===== src/design/lc3d_pkg.sv =====
`timescale 1ns / 1ps

package lc3d_pkg;

	// register file addresses
	localparam int unsigned PADDR_W = 3;
	localparam logic REG_ORIGIN = 1'b0;
	localparam logic REG_LIMIT  = 1'b1;

	localparam logic [15:0] ORIGIN_RESET = 16'd0;
	localparam logic [15:0] LIMIT_RESET  = 16'd40;

	// lc3 opcodes, bits 15..12
	localparam logic [3:0] OP_BR   = 4'd0;
	localparam logic [3:0] OP_ADD  = 4'd1;
	localparam logic [3:0] OP_LD   = 4'd2;
	localparam logic [3:0] OP_ST   = 4'd3;
	localparam logic [3:0] OP_JSR  = 4'd4;
	localparam logic [3:0] OP_AND  = 4'd5;
	localparam logic [3:0] OP_LDR  = 4'd6;
	localparam logic [3:0] OP_STR  = 4'd7;
	localparam logic [3:0] OP_RTI  = 4'd8;
	localparam logic [3:0] OP_NOT  = 4'd9;
	localparam logic [3:0] OP_LDI  = 4'd10;
	localparam logic [3:0] OP_STI  = 4'd11;
	localparam logic [3:0] OP_JMP  = 4'd12;
	localparam logic [3:0] OP_LEA  = 4'd14;
	localparam logic [3:0] OP_TRAP = 4'd15;

	// mnemonic codes on the result channel
	localparam logic [4:0] MN_BR    = 5'd0;
	localparam logic [4:0] MN_ADD   = 5'd1;
	localparam logic [4:0] MN_LD    = 5'd2;
	localparam logic [4:0] MN_ST    = 5'd3;
	localparam logic [4:0] MN_JSR   = 5'd4;
	localparam logic [4:0] MN_JSRR  = 5'd5;
	localparam logic [4:0] MN_AND   = 5'd6;
	localparam logic [4:0] MN_LDR   = 5'd7;
	localparam logic [4:0] MN_STR   = 5'd8;
	localparam logic [4:0] MN_RTI   = 5'd9;
	localparam logic [4:0] MN_NOT   = 5'd10;
	localparam logic [4:0] MN_LDI   = 5'd11;
	localparam logic [4:0] MN_STI   = 5'd12;
	localparam logic [4:0] MN_JMP   = 5'd13;
	localparam logic [4:0] MN_RET   = 5'd14;
	localparam logic [4:0] MN_LEA   = 5'd15;
	localparam logic [4:0] MN_GETC  = 5'd16;
	localparam logic [4:0] MN_HALT  = 5'd21;

	// trap vectors with a service routine
	localparam logic [7:0] TRAP_FIRST = 8'h20;
	localparam logic [7:0] TRAP_LAST  = 8'h25;

	localparam logic [2:0] RET_BASE = 3'd7;

endpackage


===== src/design/lc3_instruction_decoder.sv =====
`timescale 1ns / 1ps

// lc3 instruction decoder
// input channel: in_valid / in_stall carry one 16-bit instruction_word per transfer.
// output channel: out_valid / out_stall carry one decoded result per transfer:
//   mnemonic, cond_flags, three register numbers, imm_mode, immediate and
//   the pc-relative target_address.
// apb port: origin at 0x0, instruction_limit at 0x4; writing origin reloads the
//   address counter and clears the decoded count. only write while idle.
// one instruction word is taken every cycle while in_stall is low; the word is
//   held in the input register, then its decoded result in the result register,
//   from which it is offered on the output channel.
// words past the limit, opcode 13 and unknown trap vectors give no result;
//   the last two still advance the address and the count.
// when out_stall is high and the result register holds a result, it keeps it, and
//   in_stall rises only if the input register also holds a word that has a result.
// reset: origin 0, limit 40, address counter 0, count 0, both stages empty.
module lc3_instruction_decoder (
	input  logic                          clk,
	input  logic                          arst_n,
	input  logic                          in_valid,
	output logic                          in_stall,
	input  logic [15:0]                   instruction_word,
	output logic                          out_valid,
	input  logic                          out_stall,
	output logic [4:0]                    mnemonic,
	output logic [2:0]                    cond_flags,
	output logic [2:0]                    first_reg,
	output logic [2:0]                    second_reg,
	output logic [2:0]                    third_reg,
	output logic                          imm_mode,
	output logic signed [5:0]             immediate,
	output logic [15:0]                   target_address,
	input  logic                          psel,
	input  logic                          penable,
	input  logic                          pwrite,
	input  logic [lc3d_pkg::PADDR_W-1:0]  paddr,
	input  logic [31:0]                   pwdata,
	output logic [31:0]                   prdata,
	output logic                          pready
);

	logic [15:0] origin_q;
	logic [15:0] limit_q;
	logic [15:0] addr_q;
	logic [15:0] count_q;

	logic        valid_s1;
	logic [15:0] word_s1;
	logic [15:0] pc_s1;

	logic        valid_s2;
	logic [4:0]  mn_s2;
	logic [2:0]  cc_s2;
	logic [2:0]  r1_s2;
	logic [2:0]  r2_s2;
	logic [2:0]  r3_s2;
	logic        im_s2;
	logic [5:0]  imm_s2;
	logic [15:0] tgt_s2;

	logic        cfg_wr;
	logic        accept;
	logic        count_ok;
	logic        out_free;
	logic        s1_go;

	logic [4:0]  mn_d;
	logic [2:0]  cc_d;
	logic [2:0]  r1_d;
	logic [2:0]  r2_d;
	logic [2:0]  r3_d;
	logic        im_d;
	logic [5:0]  imm_d;
	logic [15:0] tgt_d;
	logic        has_res;
	logic        tgt_en;
	logic        off11;
	logic [15:0] offset;
	logic [7:0]  trap_idx;

	// apb access
	assign pready = 1'b1;
	assign cfg_wr = psel && penable && pwrite;

	always_comb begin
		case (paddr[2])
			lc3d_pkg::REG_ORIGIN: prdata = {16'd0, origin_q};
			lc3d_pkg::REG_LIMIT:  prdata = {16'd0, limit_q};
			default:              prdata = 32'd0;
		endcase
	end

	// handshake
	assign out_free = !valid_s2 || !out_stall;
	assign s1_go    = !valid_s1 || out_free || !has_res;
	assign in_stall = !s1_go;
	assign accept   = in_valid && s1_go;
	assign count_ok = count_q < limit_q;

	// configuration and address state
	always_ff @(posedge clk or negedge arst_n) begin
		if (!arst_n) begin
			origin_q <= lc3d_pkg::ORIGIN_RESET;
			limit_q  <= lc3d_pkg::LIMIT_RESET;
			addr_q   <= lc3d_pkg::ORIGIN_RESET;
			count_q  <= 16'd0;
		end else if (cfg_wr && paddr[2] == lc3d_pkg::REG_ORIGIN) begin
			origin_q <= pwdata[15:0];
			addr_q   <= pwdata[15:0];
			count_q  <= 16'd0;
		end else if (cfg_wr && paddr[2] == lc3d_pkg::REG_LIMIT) begin
			limit_q <= pwdata[15:0];
		end else if (accept && count_ok) begin
			addr_q  <= addr_q + 16'd1;
			count_q <= count_q + 16'd1;
		end
	end

	// input register
	always_ff @(posedge clk or negedge arst_n) begin
		if (!arst_n) begin
			valid_s1 <= 1'b0;
		end else if (s1_go) begin
			valid_s1 <= accept && count_ok;
		end
	end

	always_ff @(posedge clk) begin
		if (s1_go) begin
			word_s1 <= instruction_word;
			pc_s1   <= addr_q + 16'd1;
		end
	end

	// field decode
	always_comb begin
		mn_d     = lc3d_pkg::MN_BR;
		cc_d     = 3'd0;
		r1_d     = 3'd0;
		r2_d     = 3'd0;
		r3_d     = 3'd0;
		im_d     = 1'b0;
		imm_d    = 6'd0;
		has_res  = 1'b1;
		tgt_en   = 1'b0;
		off11    = 1'b0;
		trap_idx = word_s1[7:0] - lc3d_pkg::TRAP_FIRST;
		case (word_s1[15:12])
			lc3d_pkg::OP_BR: begin
				mn_d   = lc3d_pkg::MN_BR;
				cc_d   = word_s1[11:9];
				tgt_en = 1'b1;
			end
			lc3d_pkg::OP_LD: begin
				mn_d   = lc3d_pkg::MN_LD;
				r1_d   = word_s1[11:9];
				tgt_en = 1'b1;
			end
			lc3d_pkg::OP_ST: begin
				mn_d   = lc3d_pkg::MN_ST;
				r1_d   = word_s1[11:9];
				tgt_en = 1'b1;
			end
			lc3d_pkg::OP_LDI: begin
				mn_d   = lc3d_pkg::MN_LDI;
				r1_d   = word_s1[11:9];
				tgt_en = 1'b1;
			end
			lc3d_pkg::OP_STI: begin
				mn_d   = lc3d_pkg::MN_STI;
				r1_d   = word_s1[11:9];
				tgt_en = 1'b1;
			end
			lc3d_pkg::OP_LEA: begin
				mn_d   = lc3d_pkg::MN_LEA;
				r1_d   = word_s1[11:9];
				tgt_en = 1'b1;
			end
			lc3d_pkg::OP_ADD, lc3d_pkg::OP_AND: begin
				mn_d = (word_s1[15:12] == lc3d_pkg::OP_ADD) ? lc3d_pkg::MN_ADD
					: lc3d_pkg::MN_AND;
				r1_d = word_s1[11:9];
				r2_d = word_s1[8:6];
				im_d = word_s1[5];
				if (word_s1[5]) begin
					imm_d = {word_s1[4], word_s1[4:0]};
				end else begin
					r3_d = word_s1[2:0];
				end
			end
			lc3d_pkg::OP_JSR: begin
				if (word_s1[11]) begin
					mn_d   = lc3d_pkg::MN_JSR;
					tgt_en = 1'b1;
					off11  = 1'b1;
				end else begin
					mn_d = lc3d_pkg::MN_JSRR;
					r2_d = word_s1[8:6];
				end
			end
			lc3d_pkg::OP_LDR: begin
				mn_d  = lc3d_pkg::MN_LDR;
				r1_d  = word_s1[11:9];
				r2_d  = word_s1[8:6];
				imm_d = word_s1[5:0];
			end
			lc3d_pkg::OP_STR: begin
				mn_d  = lc3d_pkg::MN_STR;
				r1_d  = word_s1[11:9];
				r2_d  = word_s1[8:6];
				imm_d = word_s1[5:0];
			end
			lc3d_pkg::OP_RTI: begin
				mn_d = lc3d_pkg::MN_RTI;
			end
			lc3d_pkg::OP_NOT: begin
				mn_d = lc3d_pkg::MN_NOT;
				r1_d = word_s1[11:9];
				r2_d = word_s1[8:6];
			end
			lc3d_pkg::OP_JMP: begin
				if (word_s1[8:6] == lc3d_pkg::RET_BASE) begin
					mn_d = lc3d_pkg::MN_RET;
				end else begin
					mn_d = lc3d_pkg::MN_JMP;
					r2_d = word_s1[8:6];
				end
			end
			lc3d_pkg::OP_TRAP: begin
				// only the six serviced vectors give a result
				if (word_s1[7:0] < lc3d_pkg::TRAP_FIRST
						|| word_s1[7:0] > lc3d_pkg::TRAP_LAST) begin
					has_res = 1'b0;
				end else begin
					mn_d = lc3d_pkg::MN_GETC + trap_idx[4:0];
				end
			end
			default: begin
				// reserved opcode
				has_res = 1'b0;
			end
		endcase
	end

	// pc-relative target, 9-bit or 11-bit offset
	assign offset = off11 ? {{5{word_s1[10]}}, word_s1[10:0]}
		: {{7{word_s1[8]}}, word_s1[8:0]};
	assign tgt_d  = tgt_en ? pc_s1 + offset : 16'd0;

	// result register
	always_ff @(posedge clk or negedge arst_n) begin
		if (!arst_n) begin
			valid_s2 <= 1'b0;
		end else if (out_free) begin
			valid_s2 <= valid_s1 && has_res;
		end
	end

	always_ff @(posedge clk) begin
		if (out_free) begin
			mn_s2  <= mn_d;
			cc_s2  <= cc_d;
			r1_s2  <= r1_d;
			r2_s2  <= r2_d;
			r3_s2  <= r3_d;
			im_s2  <= im_d;
			imm_s2 <= imm_d;
			tgt_s2 <= tgt_d;
		end
	end

	assign out_valid      = valid_s2;
	assign mnemonic       = mn_s2;
	assign cond_flags     = cc_s2;
	assign first_reg      = r1_s2;
	assign second_reg     = r2_s2;
	assign third_reg      = r3_s2;
	assign imm_mode       = im_s2;
	assign immediate      = signed'(imm_s2);
	assign target_address = tgt_s2;

endmodule


===== config.mk =====
export PLATFORM = sky130hd
export DESIGN_NAME = lc3_instruction_decoder
export DESIGN_NICKNAME = d
export VERILOG_FILES = /design/src/design/lc3d_pkg.sv /design/src/design/lc3_instruction_decoder.sv
export SDC_FILE = /design/constraint.sdc
export NUM_CORES = 1
export LEC_CHECK = 0
export ABC_AREA = 1
export ABC_CLOCK_PERIOD_IN_PS = 3150
export BUFFER_PORTS_ARGS = -buffer_cell sky130_fd_sc_hd__buf_2
export CAP_MARGIN = 15
export CORE_UTILIZATION = 45
export CTS_CLUSTER_DIAMETER = 40
export DETAILED_ROUTE_END_ITERATION = 16
export GPL_TIMING_DRIVEN = 0
export PLACE_DENSITY_LB_ADDON = 0.2
export SETUP_SLACK_MARGIN = 0.05
export SLEW_MARGIN = 20
export SYNTH_ARGS = -nofsm -noshare
export SYNTH_HDL_FRONTEND = slang
export SYNTH_SLANG_ARGS = --single-unit

===== constraint.sdc =====
create_clock -name clk -period 3.15 [get_ports clk]
set_input_delay 0.315 -clock clk [delete_from_list [all_inputs] [get_ports clk]]
set_output_delay 0.315 -clock clk [all_outputs]
set_load 0.02 [all_outputs]

==> metrics, run 1 <==
result of the run finished, final reports clean; pin count of the biggest net entering global routing 38; sequential share of the synthesized area 50.5%; total number of placement rows 47; clock root buffer sky130_fd_sc_hd__clkbuf_16; via count between 6k and 7k; buffer levels on the longest clock path 2; drt total wl between 15 and 20 mm; P_leak between 4 and 5 nW; ports placed on the boundary roughly 130; post-route antenna net violation count 0; via/cell ratio 4.92; post-place instance area ~8400 sq um; Cell variety after synth 45; maximum fanout along the worst path 6; average size of a mapped cell between 8 and 9 sq um; cells traversed along the worst timing path inv_1 -> nand2_1 -> nor2_2 -> nand2_2 -> o21ai_2 -> inv_1 -> ha_1 -> a21oi_1 -> o21ai_0 -> a21oi_1 -> nand3_1 -> nand2_1 -> nor2_1; Hold/Removal Path Class in -> reg; startpoint of the worst hold path instruction_word[13]; area share of the largest cell type after synthesis approximately 29%; slew at the pin closest to its max-slew limit between 600 and 700 ps; maximum VDD drop 0.436 mV; clock tree from TritonCTS done; global placement routability congestion 0.925; highest clock rate approximately 360 MHz; share of post-route cells with drive strength above 1 17.2%; final setup violation count 0; critical register-to-register path startpoint word_s1[13]; Pre-Repair DR Iteration Count 5; area of the placeable core 16,500 sq um; top flip-flop cell by instance count after synthesis sky130_fd_sc_hd__edfxtp_1; time the final worst path needs with I/O delays and setup 2770 ps; number of buffers and inverters on the critical path 2; placed cells 1,223; cell type with the highest aggregate area in the netlist sky130_fd_sc_hd__edfxtp_1; Max Transition Viols Final 0; Layout area overhead 19.0%; number of global-route vias before repair 5,884; register bit total from synthesis 138; relative max-transition margin between 50% and 60%; number of antenna violations at the first check in global routing 0; count of final hold-check violations 0; EDFF count, synth 72; clock network latency to the later pin of the worst-skew pair 420 ps; Overflow after GRT 0; largest incremental delay on the critical path around 470 ps; unrepaired setup endpoints after global routing false; endpoint required time on the critical path 3320 ps; final antenna diode count 0; number of I/O port buffers 96; max-cap viol count 0; number of clock sinks 138; final standard cell area without fillers 8990 sq um; Post-Syn Instances 890; post-detail-place hpwl 13.4 mm; Inserted Clock Buffers 17; beginning of the critical path word_s1[13]; clock transition at the registers of the reported paths 60 ps; Post-Synthesis Cell Area around 7600 sq um; end-of-flow core utilization a little over half; die height 132 um; average wire per cell in the routed design 14.0 um; fill cell total of the finished layout 1,580; final worst-path cycle share 87.9%; kind of cell with the highest combined delay on the critical path compound AO/OA/AOI/OAI gates; CTS HTree Levels 4; Final #Nets between 1k and 1.5k; CP Data Arrival Time approximately 2900 ps; die span in x 132 um; library cell with the highest instance count after synthesis sky130_fd_sc_hd__nand2_1; number of cells in the finished layout apart from fillers 1,255; Initial Utilization 45.9%; critical path capture point type register; all-layer global routing usage 21.3%; number of DRC violations after detailed-routing iteration 0 520; final setup skew about 13 ps; kind of start point of the critical path register; Yosys warning total 0; top cells by area, synth sky130_fd_sc_hd__edfxtp_1 29%, sky130_fd_sc_hd__dfrtp_1 21%, sky130_fd_sc_hd__nand2_1 11%; fraction of registers with async set/reset 47.8%; leading post-synthesis cells by instance count 229 x sky130_fd_sc_hd__nand2_1, 103 x sky130_fd_sc_hd__inv_1, 93 x sky130_fd_sc_hd__nor2_1; power density over the cells 729 nW/um^2; master of the slowest instance on the critical path sky130_fd_sc_hd__edfxtp_1; area enclosed by the die boundary 17,300 sq um; Setup Crit Path Kind reg -> reg; count of unresolved DRC violations after routing 0; sum of negative setup slack 0 ps; first-pass GRT wire length between 20 and 30 mm
==> per-stage QoR <==
stage / hold WS (ps) / worst slack [ps] / power (W)
finish: 72.1 / 382 / 0.00656
global route: 54.6 / 79.4 / 0.00699
CTS: 49.6 / 345 / 0.00661
detailed placement: 275 / 377 / 0.00464
global placement: 473 / -159 / 0.00460
floorplan: 19.4 / 261 / 0.00409
==> power by group <==
part	internal, W	total [W]	switching (W)
clock	0.00117	0.00195	0.000782
sequential	0.00240	0.00266	0.000264
combinational	0.000705	0.00195	0.00124
total	0.00427	0.00656	0.00229
==> worst reg2reg max path, delay by kind of cell (launching register included) <==
family / cells / cell delay (ps)
compound gates: 4 / 740
buf+inv: 2 / 330
flops: 1 / 470
fa+ha+maj: 1 / 360
simple gates: 6 / 620
==> layout make-up <==
cell class / count / area, sq um / share of cell area, %
Buffer: 42 / 256 / 2.85
Clock buffer: 18 / 429 / 4.77
Inverter: 106 / 398 / 4.42
Multi-Input combinational cell: 619 / 3140 / 34.9
Clock inverter: 13 / 143 / 1.59
Sequential cell: 138 / 3820 / 42.4
Tap cell: 220 / 275 / 3.06
Timing Repair Buffer: 99 / 533 / 5.93
==> cells in the final DEF, fill, tap and decap left out, types with 2 or more instances in the layout <==
cell type,Yosys,final
sky130_fd_sc_hd__inv_6,0,4
sky130_fd_sc_hd__nor3_1,11,11
sky130_fd_sc_hd__conb_1,2,17
sky130_fd_sc_hd__or2_2,2,2
sky130_fd_sc_hd__nand3_1,64,64
sky130_fd_sc_hd__xor2_1,15,15
sky130_fd_sc_hd__nand2_1,229,228
sky130_fd_sc_hd__a21oi_1,50,50
sky130_fd_sc_hd__edfxtp_1,72,72
sky130_fd_sc_hd__clkinv_2,0,2
sky130_fd_sc_hd__inv_2,3,4
sky130_fd_sc_hd__dfstp_2,2,2
sky130_fd_sc_hd__o21a_1,3,3
sky130_fd_sc_hd__buf_4,18,19
sky130_fd_sc_hd__buf_12,0,2
sky130_fd_sc_hd__o22ai_1,2,2
sky130_fd_sc_hd__xnor2_1,9,9
sky130_fd_sc_hd__nand4_1,7,7
sky130_fd_sc_hd__nand2_2,4,5
sky130_fd_sc_hd__nor2_2,3,3
sky130_fd_sc_hd__clkbuf_16,0,17
sky130_fd_sc_hd__inv_1,103,102
sky130_fd_sc_hd__clkinv_4,0,3
sky130_fd_sc_hd__o21ai_1,3,3
sky130_fd_sc_hd__bufinv_16,0,2
sky130_fd_sc_hd__nor2_1,93,93
sky130_fd_sc_hd__dfrtp_1,64,64
sky130_fd_sc_hd__nor3b_1,2,2
sky130_fd_sc_hd__o21ai_0,54,54
sky130_fd_sc_hd__clkbuf_1,13,14
sky130_fd_sc_hd__ha_1,32,32
sky130_fd_sc_hd__buf_6,3,3
sky130_fd_sc_hd__a21o_1,2,2
sky130_fd_sc_hd__nor2_4,2,2
sky130_fd_sc_hd__buf_2,7,102
==> logic make-up (layout without fill, tap and decap cells) <==
family	count (synthesis)	count (layout)	synth area share, %
xor+xnor	25	25	3.00
flops	138	138	50.5
compound gates	123	123	8.83
buf+inv	148	278	8.66
simple gates	420	420	23.2
other cells	2	17	0.0994
mux	1	1	0.149
fa+ha+maj	33	33	5.56
==> final timing paths <==
kind                       slack, ps            endpoint  depth (start not counted)
setup / recovery                 380  target_address[13]                         13
hold / removal                    70         word_s1[13]                          1
setup reg to reg                 380  target_address[13]                         13
hold reg to reg                  490           out_valid                          2
max in group asynchronous       2180          limit_q[3]                          3
min in group asynchronous        360         limit_q[14]                          2
==> timing repair <==
| item | CTS | global route |
|---|---|---|
| hold endpoints to repair | 29 | 0 |
| hold buffers | 1 | 0 |
| resized for setup | 0 | 0 |
| setup buffers | 0 | 0 |
==> per-layer routing <==
metal / GRT usage [%] / vias to the layer above / routed length, um
met5: 0 / - / 0
met4: 8.33 / 0 / 388
met3: 4.44 / 32 / 760
met2: 36.3 / 166 / 8580
met1: 26.5 / 2828 / 7800
li1: - / 3154 / -
Power figures use the tool's default switching activity.
==> inputs of run 2 (changes only) <==
--- a/config.mk
+++ b/config.mk
@@ -5,7 +5,6 @@
 export SDC_FILE = /design/constraint.sdc
 export NUM_CORES = 1
 export LEC_CHECK = 0
-export ABC_AREA = 1
 export ABC_CLOCK_PERIOD_IN_PS = 3150
 export BUFFER_PORTS_ARGS = -buffer_cell sky130_fd_sc_hd__buf_2
 export CAP_MARGIN = 15
@@ -14,6 +13,7 @@
 export DETAILED_ROUTE_END_ITERATION = 16
 export GPL_TIMING_DRIVEN = 0
 export PLACE_DENSITY_LB_ADDON = 0.2
+export RECOVER_POWER = 50
 export SETUP_SLACK_MARGIN = 0.05
 export SLEW_MARGIN = 20
 export SYNTH_ARGS = -nofsm -noshare
==> run 2 against run 1 <==
- the run now ends with capacitance limit, slew limit left
- design area shrank 6.0%
- non-clock buffer count shrank 1
- sequential power shrank 2%
- clock-buffer cell count grew 2
- maximum frequency shrank 6.3%
- register-to-register slack lost 180 ps
- global-route usage grew 0.21 points
- hold slack gained 4.3 ps
- critical path depth shrank 2
- largest power group unchanged
==> metrics, run 2 <==
area enclosed by the die boundary about 16,000 sq um; Cell variety after synth 54; top flip-flop cell by instance count after synthesis sky130_fd_sc_hd__edfxtp_1; EDFF count, synth approximately 70; number of antenna violations at the first check in global routing 0; top cells by area, synth sky130_fd_sc_hd__edfxtp_1 30%, sky130_fd_sc_hd__dfrtp_1 23%, sky130_fd_sc_hd__ha_1 5.6%; Pre-Repair DR Iteration Count 4; count of final hold-check violations 0; commonest cells after routing, fill and taps aside 74 x sky130_fd_sc_hd__nand2_1, 72 x sky130_fd_sc_hd__edfxtp_1, 64 x sky130_fd_sc_hd__clkbuf_1, 64 x sky130_fd_sc_hd__dfrtp_1, 59 x sky130_fd_sc_hd__buf_2; register bit total from synthesis 138; pin count of the biggest net entering global routing 36; fraction of registers with async set/reset 47.8%; maximum fanout along the worst path 8; post-route antenna net violation count 0; worst hold path endpoint word_s1[9]; count of unresolved DRC violations after routing 0; library cell with the highest instance count after synthesis sky130_fd_sc_hd__nand2_1; power density over the cells 735 nW/um^2; final antenna diode count 0; Min-Delay Path Depth 1; Max Transition Viols Final 69; via/cell ratio 5.36; number of buffers and inverters on the critical path 1; Setup Crit Path Kind reg -> reg; setup slack, reg-to-reg 200 ps; number of cells in the finished layout apart from fillers between 900 and 1k; P_leak 3.67 nW; Layout area overhead 18.9%; count of cells along the worst register-to-register path 11; share of post-route cells with drive strength above 1 18.3%; via count 5,349; area occupied by multi-input gates 2980 sq um; area of the placeable core 15,300 sq um; critical path capture point type register; endpoint required time on the critical path 3300 ps; ports placed on the boundary approximately 130; first-pass GRT wire length between 20 and 30 mm; master of the slowest instance on the critical path sky130_fd_sc_hd__a221oi_1; kind of start point of the critical path register; sum of negative setup slack 0 ps; area share of the largest cell type after synthesis a little under a third; maximum VDD drop 0.456 mV; final setup violation count 0; failing checks capacitance limit, slew limit; placed cells 965; number of I/O port buffers 96; number of global-route vias before repair 5,454; relative max-transition margin -19.0%; CP Data Arrival Time 3100 ps; clock tree from TritonCTS done; Final #Nets 865; clock transition at the registers of the reported paths ~60 ps; drt total wl 16.7 mm; average wire per cell in the routed design 16.7 um; max-cap viol count 2; Post-Synthesis Cell Area 7110 sq um; setup slack after layout 197 ps; largest incremental delay on the critical path about 460 ps; clock root buffer sky130_fd_sc_hd__clkbuf_16; highest clock rate about 340 MHz; result of the run finished with violations; CTS HTree Levels 4; Yosys warning total 0; final setup skew 9.13 ps; time the final worst path needs with I/O delays and setup 2950 ps; critical register-to-register path startpoint word_s1[12]; sequential standard cell area around 3800 sq um; Post-CTS Setup Bufs 0; most common cell after layout, fill and taps aside sky130_fd_sc_hd__nand2_1; Initial Utilization 46.4%; kind of cell with the highest combined delay on the critical path compound AO/OA/AOI/OAI gates; number of DRC violations after detailed-routing iteration 0 336; Overflow after GRT 0; sequential share of the synthesized area 53.7%; cell type with the highest aggregate area in the netlist sky130_fd_sc_hd__edfxtp_1; unrepaired setup endpoints after global routing true; final worst-path cycle share 93.7%; total number of placement rows 45; endpoint of the worst-slack reg-to-reg timing path target_address[13]; Inserted Clock Buffers 17; startpoint of the worst hold path instruction_word[9]; placement-stage worst setup slack 126 ps; cells traversed along the worst timing path clkbuf_1 -> nor2_2 -> nand3_1 -> mux2_2 -> ha_1 -> nand4_1 -> a21oi_1 -> a221oi_1 -> o21bai_1 -> xnor2_1 -> nor2_1; die height 128 um; global placement routability congestion slightly below 0.9; number of clock sinks about 140; Hold/Removal Path Class in -> reg; slew at the pin closest to its max-slew limit 1790 ps; average size of a mapped cell 11.1 sq um; Post-Syn Instances 641; all-layer global routing usage 21.5%; buffer levels on the longest clock path 2; fill cell total of the finished layout around 1.4k; leading post-synthesis cells by instance count 74 x sky130_fd_sc_hd__nand2_1, 72 x sky130_fd_sc_hd__edfxtp_1, 64 x sky130_fd_sc_hd__dfrtp_1; post-detail-place hpwl approximately 12 mm; clock network latency to the later pin of the worst-skew pair 420 ps; die span in x 128 um
-- run 2: kinds of logic after synthesis --
family,count (synthesis),share of synthesized area [%]
AOI/OAI and AO/OA,124,12.2
muxes,35,5.54
other,2,0.106
and+or+nand+nor,200,13.9
adders and majority gates,33,5.91
xor gates and xnor gates,25,3.27
buffers and inverters,84,5.38
DFF,138,53.7
-- run 2: how the worst max path moves through the flow --
stage                startpoint  cells after the start            endpoint
finish              word_s1[12]                     11  target_address[13]
global route        word_s1[12]                     11  target_address[13]
CTS                 word_s1[15]                      6            in_stall
detailed placement  word_s1[12]                     11  target_address[13]
global placement    word_s1[12]                     11  target_address[13]
floorplan           word_s1[12]                     11  target_address[15]
-- run 2: what timing repair did --
action                     in CTS  in global routing
hold buffers                    1                  0
setup endpoints to repair       0                  6
hold endpoints to repair       29                  0
gates resized for setup         0                  3
-- run 2: through the flow --
stage               hold slack, ps  area, sq um  power (W)  util, %
floorplan                     19.4         7170    0.00380        -
global placement               453         7910    0.00424     51.7
detailed placement             288         7960    0.00433     52.0
CTS                           56.0         8530    0.00629     55.7
global route                  56.0         8450    0.00656     55.2
finish                        76.4         8450    0.00621     55.2
-- run 2: layout make-up --
class,count,share of cell area (%)
Inverter,43,1.91
Sequential cell,138,45.1
Clock inverter,12,1.54
Tap cell,211,3.12
Multi-Input combinational cell,434,35.2
Clock buffer,20,5.17
Timing Repair Buffer,99,5.31
Buffer,41,2.62
-- run 2: routing by layer --
layer | routed length [um] | GRT usage (%) | vias to the layer above
met4 | 408 | 11.9 | 0
met3 | 804 | 5.01 | 28
met1 | 6930 | 24.6 | 2588
met2 | 8540 | 37.4 | 143
met5 | 0 | 0 | -
li1 | - | - | 2590
-- run 2: power breakdown --
part	switching (W)	internal (W)	leakage, nW	total [W]
Clock	0.000719	0.00122	0.273	0.00194
Sequential	0.000258	0.00236	1.59	0.00262
Combinational	0.00100	0.000653	1.80	0.00166
Total	0.00198	0.00423	3.67	0.00621
==> inputs of run 3 (changes only) <==
--- a/config.mk
+++ b/config.mk
@@ -5,6 +5,7 @@
 export SDC_FILE = /design/constraint.sdc
 export NUM_CORES = 1
 export LEC_CHECK = 0
+export ABC_AREA = 1
 export ABC_CLOCK_PERIOD_IN_PS = 3150
 export BUFFER_PORTS_ARGS = -buffer_cell sky130_fd_sc_hd__buf_2
 export CAP_MARGIN = 15
==> run 3 against run 2 <==
- the flow still finishes with violations (capacitance limit, slew limit)
- combinational power grew 16%
- maximum frequency increased by 6.5%
- cell count rose by 26%
- design area increased by 5.5%
- critical path depth rose by 2
- die area up 6.1%
- highest routed layer unchanged
==> metrics, run 3 (synthesis gave the netlist of run 1 again) <==
die height 132 um; Initial Utilization between 40% and 50%; post-route antenna net violation count 0; Inserted Clock Buffers 17; power density over the cells 732 nW/um^2; clock transition at the registers of the reported paths 60 ps; number of antenna violations at the first check in global routing 0; area of the placeable core 16,500 sq um; Overflow after GRT 0; count of unresolved DRC violations after routing 0; CP Data Arrival Time 2940 ps; unrepaired setup endpoints after global routing false; ports placed on the boundary 133; Pre-Repair DR Iteration Count 5; Post-CTS Setup Bufs 0; final antenna diode count 0; end-of-flow core utilization 54.2%; count of cells along the worst register-to-register path 13; via/cell ratio 4.94; pin count of the biggest net entering global routing 38; Min-Delay Path Depth 1; final setup violation count 0; kind of start point of the critical path register; total design power ~0.0065 W; average wire per cell in the routed design roughly 14 um; endpoint required time on the critical path 3320 ps; critical path capture point type register; number of DRC violations after detailed-routing iteration 0 438; max-cap viol count 2; number of clock sinks roughly 140; largest incremental delay on the critical path 470 ps; clock tree from TritonCTS done; area enclosed by the die boundary 17,300 sq um; total number of placement rows 47; all-layer global routing usage 21.3%; count of final hold-check violations 0; Final #Nets approximately 1.1k; global placement routability congestion slightly above 0.9; drt total wl about 17 mm; number of I/O port buffers 96; most common cell after layout, fill and taps aside sky130_fd_sc_hd__nand2_1; failing checks capacitance limit, slew limit; final worst-path cycle share 88.0%; cells traversed along the worst timing path inv_1 -> nand2_1 -> nor2_2 -> nand2_2 -> o21ai_2 -> inv_1 -> ha_1 -> a21oi_1 -> o21ai_0 -> a21oi_1 -> nand3_1 -> nand2_1 -> nor2_1; result of the run finished with violations; highest clock rate 361 MHz; Layout area overhead 18.1%; commonest cells after routing, fill and taps aside 229 x sky130_fd_sc_hd__nand2_1, 102 x sky130_fd_sc_hd__inv_1, 93 x sky130_fd_sc_hd__nor2_1; Setup Crit Path Kind reg -> reg; via count 6,198; master of the slowest instance on the critical path sky130_fd_sc_hd__edfxtp_1; maximum VDD drop 0.438 mV; relative max-transition margin -11.7%; final setup skew 9.25 ps; Max Transition Viols Final 66; CTS HTree Levels 4; buffer levels on the longest clock path 2; clock root buffer sky130_fd_sc_hd__clkbuf_16; P_leak 4.41 nW; Hold/Removal Path Class in -> reg; clock network latency to the later pin of the worst-skew pair roughly 420 ps; post-detail-place hpwl 13.4 mm; slew at the pin closest to its max-slew limit 1680 ps; maximum fanout along the worst path 6; number of global-route vias before repair 5,884; time the final worst path needs with I/O delays and setup ~2800 ps; first-pass GRT wire length between 20 and 30 mm; share of post-route cells with drive strength above 1 between 10% and 20%; die span in x 132 um
run 3: changes by cell type in the layout (fill, tap and decap cells not counted), sizes merged, moves of 13 or more:
cell and delta:
buf +21, o311ai -14, nand2 +159, clkbuf -22, a21oi +23, o21ai +42
nand3 +41, nor2 +71, o31ai -13, o211ai -16, and2 -14, mux2 -34
inv +67
run 3: critical path, delay by kind of cell, from the launching register on:
kind / cells / cell delay [ps]
compound gates: 4 / 740
fa+ha+maj: 1 / 360
buf+inv: 2 / 320
flops: 1 / 470
simple gates: 6 / 620
run 3: cell type report:
| cell class | instances | area, sq um |
|---|---|---|
| multi-input combinational | 619 | 3140 |
| inverter | 106 | 398 |
| timing repair buffer | 99 | 465 |
| tap | 220 | 275 |
| clock inverter | 13 | 143 |
| buffer | 42 | 256 |
| clock buffer | 18 | 429 |
| sequential | 138 | 3820 |
| fill | 1602 | 7540 |
run 3: what timing repair did:
action | in CTS | in global routing
endpoints found under the hold margin | 29 | 0
hold buffers | 1 | 0
gates resized for setup | 0 | 0
setup endpoints to repair | 0 | 0
run 3: worst paths after layout:
kind	start	endpoint	slack, ps
max	word_s1[13]	target_address[13]	380
max reg2reg	word_s1[13]	target_address[13]	380
min reg2reg	valid_s1	out_valid	490
max in group asynchronous	arst_n	addr_q[0]	580
min	instruction_word[12]	word_s1[12]	70
min in group asynchronous	arst_n	origin_q[14]	840
run 3: metal layers:
metal  up-vias  track usage (%)  routed length (um)
met5         -                0                   0
li1       3155                -                   -
met1      2828             26.5                7620
met4         0             8.33                 400
met2       180             36.3                8470
met3        35             4.44                 958
run 3: where the power goes:
part	internal, W	leakage [nW]	switching, W
registers	0.00240	1.58	0.000266
logic	0.000680	2.55	0.00124
clock network	0.00117	0.279	0.000776
run 3: per-stage QoR:
step / hold slack [ps] / setup slack (ps) / cells / cell area (sq um) / setup TNS [ps]
CTS: 49.6 / 345 / 1255 / 8990 / 0
global placement: 473 / -159 / 1221 / 8370 / -5010
global route: 54.6 / 79.4 / 1255 / 8920 / 0
finish: 69.3 / 377 / 1255 / 8920 / 0
detailed placement: 275 / 377 / 1223 / 8410 / 0
floorplan: 19.4 / 261 / 905 / 7610 / 0
